## config.mk

```make
export PLATFORM = sky130hd
export DESIGN_NAME = thd_mul
export DESIGN_NICKNAME = d
export VERILOG_FILES = /design/src/rtl/thd_pkg.sv /design/src/rtl/thd_mul.sv
export SDC_FILE = /design/constraint.sdc
export NUM_CORES = 2
export LEC_CHECK = 0
export BUFFER_PORTS_ARGS = -buffer_cell sky130_fd_sc_hd__buf_2
export CAP_MARGIN = 10
export CORE_AREA = 2 2 518 314
export DETAILED_ROUTE_END_ITERATION = 12
export DIE_AREA = 0 0 520 316
export PLACE_DENSITY = 0.43
export SETUP_SLACK_MARGIN = 0.4
export SYNTH_ARGS = -nofsm -noshare
export SYNTH_HDL_FRONTEND = slang
export SYNTH_SLANG_ARGS = --single-unit
```

## constraint.sdc

```tcl
create_clock -name clk -period 25.7 [get_ports clk]
set_clock_uncertainty 0.05 [all_clocks]
set_input_delay 0 -clock clk [delete_from_list [all_inputs] [get_ports clk]]
set_output_delay 0 -clock clk [all_outputs]
set_load 0.005 [all_outputs]
```

## src/rtl/thd_pkg.sv

```systemverilog
// Shared types and constants for the tuple hash digest unit.
// Depends on nothing; every other file imports it.
`timescale 1ns / 1ps

package thd_pkg;

    // Input operation codes
    localparam logic OP_ACCUM = 1'b0;
    localparam logic OP_CLEAR = 1'b1;

    // SplitMix64 constants
    localparam logic [63:0] GOLDEN_GAMMA = 64'h9e3779b97f4a7c15;
    localparam logic [63:0] MIX_MUL_ONE  = 64'hbf58476d1ce4e5b9;
    localparam logic [63:0] MIX_MUL_TWO  = 64'h94d049bb133111eb;
    localparam logic [63:0] COUNT_SALT   = 64'hd1b54a32d192ed03;

    // Job queue between front and back (depth must be a power of two)
    localparam int QDEPTH = 2;
    localparam int QPTR_W = $clog2(QDEPTH);

    // One input beat
    typedef struct packed {
        logic        op;
        logic [31:0] key_a;
        logic [31:0] key_b;
        logic [31:0] key_c;
        logic [31:0] key_d;
        logic [31:0] count;
    } thd_in_t;

    // One result beat
    typedef struct packed {
        logic [63:0] record_hash;
        logic [63:0] record_total;
        logic [63:0] weight_total;
        logic [63:0] hash_sum;
        logic [63:0] hash_xor;
        logic [63:0] hash_square_sum;
    } thd_out_t;

    // Classified job as held in the queue
    typedef struct packed {
        logic        is_clear;
        logic [63:0] pair_ab;
        logic [63:0] pair_cd;
        logic [63:0] count_word;
        logic [31:0] weight;
    } thd_job_t;

    // Multiplier request and response
    typedef struct packed {
        logic        start;
        logic [63:0] a;
        logic [63:0] b;
    } thd_mul_req_t;

    typedef struct packed {
        logic        done;
        logic [63:0] product;
    } thd_mul_rsp_t;

endpackage

```

## src/rtl/thd_mul.sv

```systemverilog
// Iterative 64x64 multiplier returning the low 64 bits.
// Uses one 32x32 multiplier over three products; depends on thd_pkg.
`timescale 1ns / 1ps

module thd_mul
    import thd_pkg::*;
(
    input  logic         clk,
    input  logic         rst_n,
    input  thd_mul_req_t req,
    output thd_mul_rsp_t rsp
);

    logic [63:0] a_reg, a_next;
    logic [63:0] b_reg, b_next;
    logic [63:0] prod_reg, prod_next;
    logic [63:0] acc_reg, acc_next;
    logic [1:0]  step_reg, step_next;
    logic        busy_reg, busy_next;
    logic        done_reg, done_next;
    logic [31:0] op_x, op_y;

    // operand select: al*bl, al*bh, ah*bl
    always_comb
    begin
        op_x = (step_reg == 2'd2) ? a_reg[63:32] : a_reg[31:0];
        op_y = (step_reg == 2'd1) ? b_reg[63:32] : b_reg[31:0];
    end

    // step sequencing and partial product accumulation
    always_comb
    begin
        a_next    = a_reg;
        b_next    = b_reg;
        prod_next = prod_reg;
        acc_next  = acc_reg;
        step_next = step_reg;
        busy_next = busy_reg;
        done_next = 1'b0;
        if (req.start)
        begin
            a_next    = req.a;
            b_next    = req.b;
            step_next = 2'd0;
            busy_next = 1'b1;
        end
        else if (busy_reg)
        begin
            prod_next = op_x * op_y;
            unique case (step_reg)
                2'd0: acc_next = acc_reg;
                2'd1: acc_next = prod_reg;
                2'd2: acc_next = acc_reg + {prod_reg[31:0], 32'd0};
                2'd3: acc_next = acc_reg + {prod_reg[31:0], 32'd0};
                default: acc_next = acc_reg;
            endcase
            step_next = step_reg + 2'd1;
            if (step_reg == 2'd3)
            begin
                busy_next = 1'b0;
                done_next = 1'b1;
            end
        end
    end

    always_ff @(posedge clk or negedge rst_n)
    begin
        if (!rst_n)
        begin
            step_reg <= 2'd0;
            busy_reg <= 1'b0;
            done_reg <= 1'b0;
        end
        else
        begin
            step_reg <= step_next;
            busy_reg <= busy_next;
            done_reg <= done_next;
        end
    end

    always_ff @(posedge clk)
    begin
        a_reg    <= a_next;
        b_reg    <= b_next;
        prod_reg <= prod_next;
        acc_reg  <= acc_next;
    end

    assign rsp.done    = done_reg;
    assign rsp.product = acc_reg;

endmodule

```

==> metrics.md <==
| Metric | Value |
|---|---|
| Largest net degree at the start of global routing | `between 90 and 100` |
| Primary FF master, synth | `edfxtp_1` |
| Worst slew pin tran | `approximately 1.3 ns` |
| Wire length of the first global-routing pass | `240700 um` |
| Number of core rows | `~110` |
| Yosys warns | `0` |
| Grt total ovfl | `0` |
| FF-to-FF Start | `step_reg[0]$_DFFE_PN0P_` |
| CP startpoint kind | `flip-flop` |
| Die height | `approximately 320 um` |
| N_diodes | `0` |
| Post-CTS Setup Repair Bufs | `0` |
| Layout area overhead | `17.05%` |
| Placed wire-length estimate | `about 130000 um` |
| CTS buffer count | `31` |
| Bufs on Longest Clock Path | `3` |
| Die ar. | `roughly 0.16 mm2` |
| Clock Latency Late Sink | `~0.66 ns` |
| Antenna violations before repair | `9` |
| DR WL/cell | `about 24 um` |
| Setup TNS Final | `0 ns` |
| Max Freq | `between 90 and 100 MHz` |
| Fraction of layout cells with a size suffix above 1 | `0.09584` |
| DR pass1 iterations | `10` |
| Syn Nets | `roughly 5700` |
| Crit path max fanout | `51` |
| Fin. max-slew vios | `0` |
| Hold Crit Class | `primary input to flip-flop` |
| GPL Wtd Cong | `0.8888` |
| Total Wirelength | `165300 um` |
| Vias in the first global route | `34090` |
| Post-Syn Area | `0.04296 mm2` |
| Req. time, crit path | `between 20 and 30 ns` |
| Antenna Violating Nets Remaining | `0` |
| # H-tree levels | `1` |
| Residual DRC | `5` |
| Max-cap check violation count | `0` |
| Worst-path clk slew | `about 0.06 ns` |
| Crit. End Element | `flip-flop` |
| Vias per Instance | `between 4 and 5` |
| Clock Sink Count | `260` |
| Failing checks | `design-rule violations` |
| Critical Path Source | `step_reg[0]$_DFFE_PN0P_` |
| RSZ-0062 raised after global routing | `false` |
| Routed via count | `around 32000` |
| Hold_ws | `around 0.056 ns` |
| CTS tree | `yes` |
| Seq cells post-synth | `260` |
| I/O Pins | `196` |
| Width of the die | `520 um` |
| Post-synth EDFFs | `approximately 260` |
| Outcome | `finished with violations` |
| Max_slew headroom | `0.1496` |
| Crit path DAT | `roughly 11 ns` |
| Initial DRC count | `2812` |
| Core footprint | `0.1599 mm2` |
| Root buffer cell | `clkbuf_16` |
| Asr flop ratio synth | `0.01538` |
| HP Start | `req[19]` |
| Final setup fails | `0` |
| Netlist cell types | `70` |
| # port buffers | `slightly below 200` |
| Crit path kind | `flip-flop to flip-flop` |
| Final hold violation count | `0` |
| Initial cell density of the core | `0.2687` |
| Tcrit/Tclk final | `0.4274` |
| Final min period | `around 11 ns` |
| Nets | `between 6000 and 7000` |
| Syn Inst Count | `~4400` |
| Syn Area/Cell | `just under 10 um2` |
| Total Routing Usage GR | `0.2019` |
| Seq/Total Area, Yosys | `0.1813` |
## through the flow
step / instances / area (um2) / utilization / setup WS (ns)
CTS: 6904 / 50290 / 0.3145 / 14.83
finish: 6904 / 50290 / 0.3145 / 14.71
floorplan: 4376 / 42960 / - / 16.57
global placement: 6595 / 46730 / 0.2922 / 14.91
global route: 6904 / 50290 / 0.3145 / 14.33
detailed placement: 6595 / 46730 / 0.2922 / 14.87
## cell usage after synthesis (all sizes together), types with 21 or more instances
cell type | instances | area [um2]
mux2 | 67 | 754.5
a21o | 44 | 330.3
fa | 897 | 17960
clkbuf | 173 | 651.9
buf | 21 | 91.34
xor2 | 32 | 280.3
xnor2 | 57 | 499.2
inv | 904 | 3393
o21ai | 84 | 424.2
and2 | 41 | 256.5
mux2i | 64 | 640.6
a21oi | 106 | 538.0
ha | 299 | 3741
nand2 | 536 | 2012
nor2 | 620 | 2327
edfxtp | 256 | 7687
## worst max-delay path, stage by stage (launching register included)
cell       delay [ns]
dfrtp_1          0.45
inv_1            0.15
ha_4             0.41
buf_4            0.78
mux2i_2          1.10
nor2_1           0.17
fa_1             0.53
fa_1             0.54
inv_1            0.07
fa_1             0.52
fa_1             0.51
inv_1            0.05
fa_1             0.58
fa_1             0.46
fa_1             0.52
inv_1            0.06
fa_1             0.53
inv_1            0.06
ha_1             0.51
and3_1           0.24
nand3_1          0.13
nor3_1           0.56
o2111ai_2        0.40
a21oi_2          0.27
nor2_1           0.09
or4_4            0.56
a41oi_2          0.20
xnor2_1          0.08
## worst paths after layout
check / end / slack, ns / depth (start not counted)
max: prod_reg[61]$_DFFE_PP_ / 14.71 / 27
min: b_reg[19]$_DFFE_PP_ / 0.06 / 2
max reg2reg: prod_reg[61]$_DFFE_PP_ / 14.71 / 27
min reg2reg: acc_reg[60]$_DFFE_PP_ / 0.50 / 2
max in group asynchronous: busy_reg$_DFF_PN0_ / 24.98 / 3
min in group asynchronous: done_reg$_DFF_PN0_ / 0.30 / 3
## cell usage in the layout (no fill, tap or decap), types with 16 or more instances in the layout
cell type	n
xor2_1	32
ha_1	297
a21o_1	44
xnor2_1	57
dlygate4sd3_1	252
fa_1	897
mux2i_1	16
inv_1	904
buf_4	72
edfxtp_1	256
a21oi_1	104
o21bai_1	16
buf_2	194
mux2i_2	40
clkbuf_16	31
nor2_1	619
nand2_1	536
o21ai_0	82
and2_1	41
mux2_2	67
nand4_1	20
## per-layer routing
metal,vias up,routed length [um],track usage
met5,-,10,0
met4,2,2954,0.03050
met3,147,14310,0.04239
met2,1295,70630,0.3033
met1,17040,77390,0.3026
li1,13980,-,-
## cell families after synthesis
logic type | after synthesis | share of synthesized area
simple gates | 1276 | 0.1189
fa+ha+maj | 1196 | 0.5050
buf+inv | 1098 | 0.09628
compound gates | 326 | 0.04791
flops | 260 | 0.1813
mux | 131 | 0.03247
xor+xnor | 89 | 0.01814
## layout make-up
class	instances	area (um2)
timing repair buffer	519	4045
fill	16620	109600
sequential	260	7787
clock inverter	24	259.0
inverter	904	3393
multi-input combinational	3018	31340
tap	2146	2685
clock buffer	33	783.3
## timing repair
action | 4_1_cts | 5_1_grt
endpoints found under the hold margin | 195 | 0
hold buffers | 252 | 0
setup endpoints to repair | 0 | 0
resized for setup | 0 | 0
Power is left out: the tool's default activity adds up to more than one toggle a clock period on the data nets, which glitch-free logic cannot reach.
