### src/rtl/thd_pkg.sv
// Shared types and constants for the tuple hash digest unit.
// Depends on nothing; every other file imports it.
`timescale 1ns / 1ps

package thd_pkg;

    // Input operation codes
    localparam logic OP_ACCUM = 1'b0;
    localparam logic OP_CLEAR = 1'b1;

    // SplitMix64 constants
    localparam logic [63:0] GOLDEN_GAMMA = 64'h9e3779b97f4a7c15;
    localparam logic [63:0] MIX_MUL_ONE  = 64'hbf58476d1ce4e5b9;
    localparam logic [63:0] MIX_MUL_TWO  = 64'h94d049bb133111eb;
    localparam logic [63:0] COUNT_SALT   = 64'hd1b54a32d192ed03;

    // Job queue between front and back (depth must be a power of two)
    localparam int QDEPTH = 2;
    localparam int QPTR_W = $clog2(QDEPTH);

    // One input beat
    typedef struct packed {
        logic        op;
        logic [31:0] key_a;
        logic [31:0] key_b;
        logic [31:0] key_c;
        logic [31:0] key_d;
        logic [31:0] count;
    } thd_in_t;

    // One result beat
    typedef struct packed {
        logic [63:0] record_hash;
        logic [63:0] record_total;
        logic [63:0] weight_total;
        logic [63:0] hash_sum;
        logic [63:0] hash_xor;
        logic [63:0] hash_square_sum;
    } thd_out_t;

    // Classified job as held in the queue
    typedef struct packed {
        logic        is_clear;
        logic [63:0] pair_ab;
        logic [63:0] pair_cd;
        logic [63:0] count_word;
        logic [31:0] weight;
    } thd_job_t;

    // Multiplier request and response
    typedef struct packed {
        logic        start;
        logic [63:0] a;
        logic [63:0] b;
    } thd_mul_req_t;

    typedef struct packed {
        logic        done;
        logic [63:0] product;
    } thd_mul_rsp_t;

endpackage

### src/rtl/thd_back.sv
// Back end: sequences the SplitMix64 rounds on the shared multiplier,
// updates the running digest and holds the result beat. Depends on thd_pkg.
`timescale 1ns / 1ps

module thd_back
    import thd_pkg::*;
(
    input  logic         clk,
    input  logic         rst_n,
    input  logic         cfg_we,
    input  logic [63:0]  cfg_data,
    input  logic         job_valid,
    input  thd_job_t     job,
    output logic         job_pop,
    output thd_mul_req_t mul_req,
    input  thd_mul_rsp_t mul_rsp,
    output logic         empty,
    input  logic         pop,
    output thd_out_t     result
);

    // sequencer states
    localparam logic [3:0] ST_IDLE = 4'd0;
    localparam logic [3:0] ST_PREP = 4'd1;
    localparam logic [3:0] ST_M1S  = 4'd2;
    localparam logic [3:0] ST_M1W  = 4'd3;
    localparam logic [3:0] ST_M2S  = 4'd4;
    localparam logic [3:0] ST_M2W  = 4'd5;
    localparam logic [3:0] ST_SQS  = 4'd6;
    localparam logic [3:0] ST_SQW  = 4'd7;
    localparam logic [3:0] ST_DONE = 4'd8;

    // hash operand sources, in mixing order
    localparam logic [2:0] SRC_TAG  = 3'd0;
    localparam logic [2:0] SRC_AB   = 3'd1;
    localparam logic [2:0] SRC_CD   = 3'd2;
    localparam logic [2:0] SRC_CNT  = 3'd3;
    localparam logic [2:0] SRC_FOLD = 3'd4;

    logic [3:0]  state_reg, state_next;
    logic [2:0]  src_reg, src_next;
    logic [63:0] tag_reg;
    thd_job_t    job_reg, job_next;
    logic [63:0] v_reg, v_next;
    logic [63:0] fold_reg, fold_next;
    logic [63:0] h_reg, h_next;
    logic [63:0] sq_reg, sq_next;
    logic [63:0] rec_acc_reg, rec_acc_next;
    logic [63:0] wgt_acc_reg, wgt_acc_next;
    logic [63:0] sum_acc_reg, sum_acc_next;
    logic [63:0] xor_acc_reg, xor_acc_next;
    logic [63:0] sqr_acc_reg, sqr_acc_next;
    logic        res_valid_reg, res_valid_next;
    thd_out_t    res_reg, res_next;
    logic [63:0] src_word, pre_sum, mul_out;
    logic        slot_free;

    // operand for the next mix round
    always_comb
    begin
        unique case (src_reg)
            SRC_TAG:  src_word = tag_reg;
            SRC_AB:   src_word = job_reg.pair_ab;
            SRC_CD:   src_word = job_reg.pair_cd;
            SRC_CNT:  src_word = job_reg.count_word;
            SRC_FOLD: src_word = fold_reg;
            default:  src_word = fold_reg;
        endcase
        pre_sum = src_word + GOLDEN_GAMMA;
    end

    assign mul_out   = mul_rsp.product;
    assign slot_free = !res_valid_reg || pop;

    // multiplier requests
    always_comb
    begin
        mul_req.start = 1'b0;
        mul_req.a     = v_reg;
        mul_req.b     = MIX_MUL_ONE;
        unique case (state_reg)
            ST_M1S:
            begin
                mul_req.start = 1'b1;
            end
            ST_M2S:
            begin
                mul_req.start = 1'b1;
                mul_req.b     = MIX_MUL_TWO;
            end
            ST_SQS:
            begin
                mul_req.start = 1'b1;
                mul_req.a     = h_reg;
                mul_req.b     = h_reg;
            end
            default:
            begin
                mul_req.start = 1'b0;
            end
        endcase
    end

    // sequencer and digest update
    always_comb
    begin
        state_next     = state_reg;
        src_next       = src_reg;
        job_next       = job_reg;
        v_next         = v_reg;
        fold_next      = fold_reg;
        h_next         = h_reg;
        sq_next        = sq_reg;
        rec_acc_next   = rec_acc_reg;
        wgt_acc_next   = wgt_acc_reg;
        sum_acc_next   = sum_acc_reg;
        xor_acc_next   = xor_acc_reg;
        sqr_acc_next   = sqr_acc_reg;
        res_next       = res_reg;
        res_valid_next = res_valid_reg && !pop;
        job_pop        = 1'b0;
        unique case (state_reg)
            ST_IDLE:
            begin
                if (job_valid)
                begin
                    job_pop   = 1'b1;
                    job_next  = job;
                    src_next  = SRC_TAG;
                    fold_next = '0;
                    h_next    = '0;
                    sq_next   = '0;
                    state_next = job.is_clear ? ST_DONE : ST_PREP;
                end
            end
            ST_PREP:
            begin
                v_next     = pre_sum ^ (pre_sum >> 30);
                state_next = ST_M1S;
            end
            ST_M1S:
            begin
                state_next = ST_M1W;
            end
            ST_M1W:
            begin
                if (mul_rsp.done)
                begin
                    v_next     = mul_out ^ (mul_out >> 27);
                    state_next = ST_M2S;
                end
            end
            ST_M2S:
            begin
                state_next = ST_M2W;
            end
            ST_M2W:
            begin
                if (mul_rsp.done)
                begin
                    if (src_reg == SRC_FOLD)
                    begin
                        h_next     = mul_out ^ (mul_out >> 31);
                        state_next = ST_SQS;
                    end
                    else
                    begin
                        fold_next  = fold_reg ^ mul_out ^ (mul_out >> 31);
                        src_next   = src_reg + 3'd1;
                        state_next = ST_PREP;
                    end
                end
            end
            ST_SQS:
            begin
                state_next = ST_SQW;
            end
            ST_SQW:
            begin
                if (mul_rsp.done)
                begin
                    sq_next    = mul_out;
                    state_next = ST_DONE;
                end
            end
            ST_DONE:
            begin
                if (slot_free)
                begin
                    if (job_reg.is_clear)
                    begin
                        rec_acc_next = '0;
                        wgt_acc_next = '0;
                        sum_acc_next = '0;
                        xor_acc_next = '0;
                        sqr_acc_next = '0;
                    end
                    else
                    begin
                        rec_acc_next = rec_acc_reg + 64'd1;
                        wgt_acc_next = wgt_acc_reg + {32'd0, job_reg.weight};
                        sum_acc_next = sum_acc_reg + h_reg;
                        xor_acc_next = xor_acc_reg ^ h_reg;
                        sqr_acc_next = sqr_acc_reg + sq_reg + GOLDEN_GAMMA;
                    end
                    res_next.record_hash     = h_reg;
                    res_next.record_total    = rec_acc_next;
                    res_next.weight_total    = wgt_acc_next;
                    res_next.hash_sum        = sum_acc_next;
                    res_next.hash_xor        = xor_acc_next;
                    res_next.hash_square_sum = sqr_acc_next;
                    res_valid_next           = 1'b1;
                    state_next               = ST_IDLE;
                end
            end
            default:
            begin
                state_next = ST_IDLE;
            end
        endcase
    end

    // control, configuration and digest state
    always_ff @(posedge clk or negedge rst_n)
    begin
        if (!rst_n)
        begin
            state_reg     <= ST_IDLE;
            src_reg       <= SRC_TAG;
            tag_reg       <= '0;
            rec_acc_reg   <= '0;
            wgt_acc_reg   <= '0;
            sum_acc_reg   <= '0;
            xor_acc_reg   <= '0;
            sqr_acc_reg   <= '0;
            res_valid_reg <= 1'b0;
        end
        else
        begin
            state_reg     <= state_next;
            src_reg       <= src_next;
            rec_acc_reg   <= rec_acc_next;
            wgt_acc_reg   <= wgt_acc_next;
            sum_acc_reg   <= sum_acc_next;
            xor_acc_reg   <= xor_acc_next;
            sqr_acc_reg   <= sqr_acc_next;
            res_valid_reg <= res_valid_next;
            if (cfg_we)
                tag_reg <= cfg_data;
        end
    end

    // working payload
    always_ff @(posedge clk)
    begin
        job_reg  <= job_next;
        v_reg    <= v_next;
        fold_reg <= fold_next;
        h_reg    <= h_next;
        sq_reg   <= sq_next;
        res_reg  <= res_next;
    end

    assign empty  = !res_valid_reg;
    assign result = res_reg;

endmodule

### config.mk
export PLATFORM = sky130hd
export DESIGN_NAME = thd_back
export DESIGN_NICKNAME = d
export VERILOG_FILES = /design/src/rtl/thd_pkg.sv /design/src/rtl/thd_back.sv
export SDC_FILE = /design/constraint.sdc
export NUM_CORES = 2
export LEC_CHECK = 0
export BUFFER_PORTS_ARGS = -buffer_cell sky130_fd_sc_hd__buf_2
export CORE_AREA = 3 3 341 343
export DETAILED_ROUTE_END_ITERATION = 10
export DIE_AREA = 0 0 344 346
export GPL_ROUTABILITY_DRIVEN = 0
export GPL_TIMING_DRIVEN = 0
export PLACE_DENSITY = 0.85
export SETUP_SLACK_MARGIN = 0.05
export SYNTH_ARGS = -nofsm -noshare
export SYNTH_HDL_FRONTEND = slang
export SYNTH_SLANG_ARGS = --single-unit
export TNS_END_PERCENT = 10
### constraint.sdc
create_clock -name clk -period 39.1 [get_ports clk]
set_input_delay 3.91 -clock clk [delete_from_list [all_inputs] [get_ports clk]]
set_output_delay 3.91 -clock clk [all_outputs]
set_load 0.03 [all_outputs]
==> impl_results.md <==
- Vias/cell: 6.134
- RSZ-0062 raised after global routing: no
- Largest net degree at the start of global routing: 143
- Setup violators final: 0
- Vias: 52280
- Critical Path Start Type: input port
- CTS sink cnt: 1257
- DPL Wire Length: 174600 um
- CP endpoint kind: output port
- Post CTS Setup Buffer Count: 0
- CTS clk-pin slew, worst paths: 0.06 ns
- WL per Instance: 27.34 um
- Cell Rows: 124
- Gate power share: 48.0%
- Layout Skew: 0.03234 ns
- Reg power frac: 31.5%
- Commonest cells after routing, fill and taps aside: nand2_1, edfxtp_1, buf_2, nor2_1, dfrtp_1
- CTS H-tree lvls: 4
- Min Clock Period, post-route: 9.794 ns
- Internal: 0.003672 W
- Most common cell after layout, fill and taps aside: nand2_1
- GRT Util Overall: 38.43%
- Vias in the first global route: 50310
- Clock Path Buffers: 3
- Critical path's largest stage delay: 0.60 ns
- Synth Warn #: 0
- Post-Syn Instances: 5877
- Slew @ Worst Pin: 1.524 ns
- Main flop type after synthesis: edfxtp_1
- Setup CP Type: input port to output port
- Sw power: 0.002892 W
- CTS tree: done
- Initial Util: 55.63%
- Clock power share: 20.5%
- Arrival time at the worst endpoint: 5.88 ns
- Seq cells post-synth: 1257
- PortBufs: 839
- Post-synth ARST share: 31.19%
- Root buffer cell: clkbuf_16
- Net Sw Frac: 44.06%
- Post-synthesis sequential area ratio: 56.49%
- Antenna Nets Post-Route: 0
- CTS Hold Bufs: 0
- Number of distinct library cells after synthesis: 101
- Status: finished with violations
- Pwr dens: 87.97 nW/um2
- Cells along the critical path: buf_2, nand2_1, inv_8, buf_16, buf_2
- P_leak: 32.03 nW
- Die W: 344 um
- Share of cells above drive strength 1: 18.00%
- Drc violations: 0
- Part of the cycle the worst path needs: 25.05%
- Clk_lat worst skew: 0.77 ns
- Fmax: 0.1021 GHz
- Mean post-synth cell area: 10.78 um2
- Max-slew violations: 11
- Peak VDD IR: 0.00005600 V
- Fillers: 8383
- Die area: 119000 um2
- P&R area growth vs syn: 17.79%
- Routed WL: 233000 um
- Core Area: 113900 um2
- Max reg flops: 384
- First-pass GRT wire length: 331400 um
- Critical-path top delay cell: inv_8
- Final Hold Violating Endpoints: 0
- Max-Cap Viols: 1
- Hold Crit Class: flip-flop to flip-flop
- Req. time, crit path: 35.19 ns
- Syn_nets: 6466
- Area of placed instances: 69910 um2
- Aggregate global routing overflow: 0
- IO Pins: 874
- Post-cts resize count: 0
- Synth Cell Area: 63350 um2
- Antenna violations before repair: 39
- Drt pass-1 iters: 10
- Setup TNS: 0 ns
- Die height: 346 um
- Slew HR: -1.582%
- Cell mode on critical path: buf_2
- Total CTS buffers: 136
- Nets: 7459
- Failing checks: capacitance limit, slew limit
- Finished Cell Area: 74620 um2
- DRT iter0 DRCs: 7252
- Number of synthesized flops with an enable pin: 865
- Max Fanout on Critical Path: 142
## through the flow
step,hold WS (ns),setup WS [ns],total power (W),utilization (%),std cells
6_report,0.4813,29.31,0.006564,65.52,8522
5_1_grt,0.5005,29.24,0.006809,65.49,8508
4_1_cts,0.4841,29.37,0.006437,65.46,8495
3_5_place_dp,0.4704,29.38,0.005080,61.39,8244
3_3_place_gp,0.4618,17.69,0.005048,60.98,8228
2_1_floorplan,0.4485,23.10,0.004102,-,5877
## cell usage after synthesis, drive strengths merged, types with 44 or more instances
cell type	number	share of area, %
edfxtp	865	41
and3	66	0.65
xor2	171	2.4
o21a	52	0.62
xnor2	311	4.3
inv	206	1.2
nand3	52	0.41
a21o	152	1.8
ha	227	4.5
buf	49	0.55
clkbuf	266	1.6
nand2	1045	6.2
o21ai	279	2.2
dfrtp	392	15
mux2	85	1.5
nor3	61	0.50
nand2b	44	0.43
and2	145	1.4
o31ai	90	1.1
a21oi	235	1.9
a222oi	64	1.0
nor2	587	3.5
mux2i	82	1.4
## area by class of cell
cell class | count | area, um2 | area share, %
diodes | 27 | 67.56 | 0.09055
plain buffers | 315 | 1349 | 1.808
clock buffers | 178 | 3766 | 5.047
clock inverters | 73 | 872.1 | 1.169
inverters | 207 | 787.0 | 1.055
multi-input cells | 4098 | 25470 | 34.14
flip-flops and latches | 1257 | 35780 | 47.96
well taps | 1512 | 1892 | 2.535
repair buffers | 855 | 4627 | 6.201
## worst max-delay path, delay by kind of cell
| kind | cells | cell delay, ns |
|---|---|---|
| buffers and inverters | 4 | 1.55 |
| AND/OR/NAND/NOR | 1 | 0.22 |
## final timing paths
check                                     from  cells past startpoint               to  slack (ns)
worst max-delay path                 job_valid                      5          job_pop       29.31
worst min-delay path            wgt_acc_reg[5]                      2   wgt_acc_reg[5]        0.48
worst max register to register      src_reg[2]                     23        v_reg[14]       32.03
worst min register to register  wgt_acc_reg[5]                      2   wgt_acc_reg[5]        0.48
max in group asynchronous                rst_n                      4  xor_acc_reg[20]       34.52
min in group asynchronous                rst_n                      1  rec_acc_reg[34]        2.94
## cell families after synthesis
logic type	synth area share, %
AOI/OAI and AO/OA	10.95
xor gates and xnor gates	6.735
adders and majority gates	4.578
buffers and inverters	3.348
DFF	56.49
muxes	2.913
and+or+nand+nor	14.99
## per-layer routing
| layer | vias up | global-route usage, % | wire [um] | part of all wire [%] |
|---|---|---|---|---|
| met5 | - | 0 | 92 | 0.039 |
| met4 | 14 | 29.81 | 22040 | 9.5 |
| met3 | 971 | 12.03 | 30610 | 13 |
| met2 | 4013 | 58.16 | 102200 | 44 |
| met1 | 24630 | 45.63 | 78040 | 33 |
| li1 | 22650 | - | - | - |
## power groups by stage
stage	clock [W]	sequential (W)	combinational [W]
floorplan	0	0.00210	0.00200
global placement	0	0.00214	0.00291
detailed placement	0	0.00208	0.00300
global route	0.00140	0.00208	0.00332
finish	0.00135	0.00207	0.00315
CTS	0.00135	0.00205	0.00304
(Power assumes the default switching activity.)
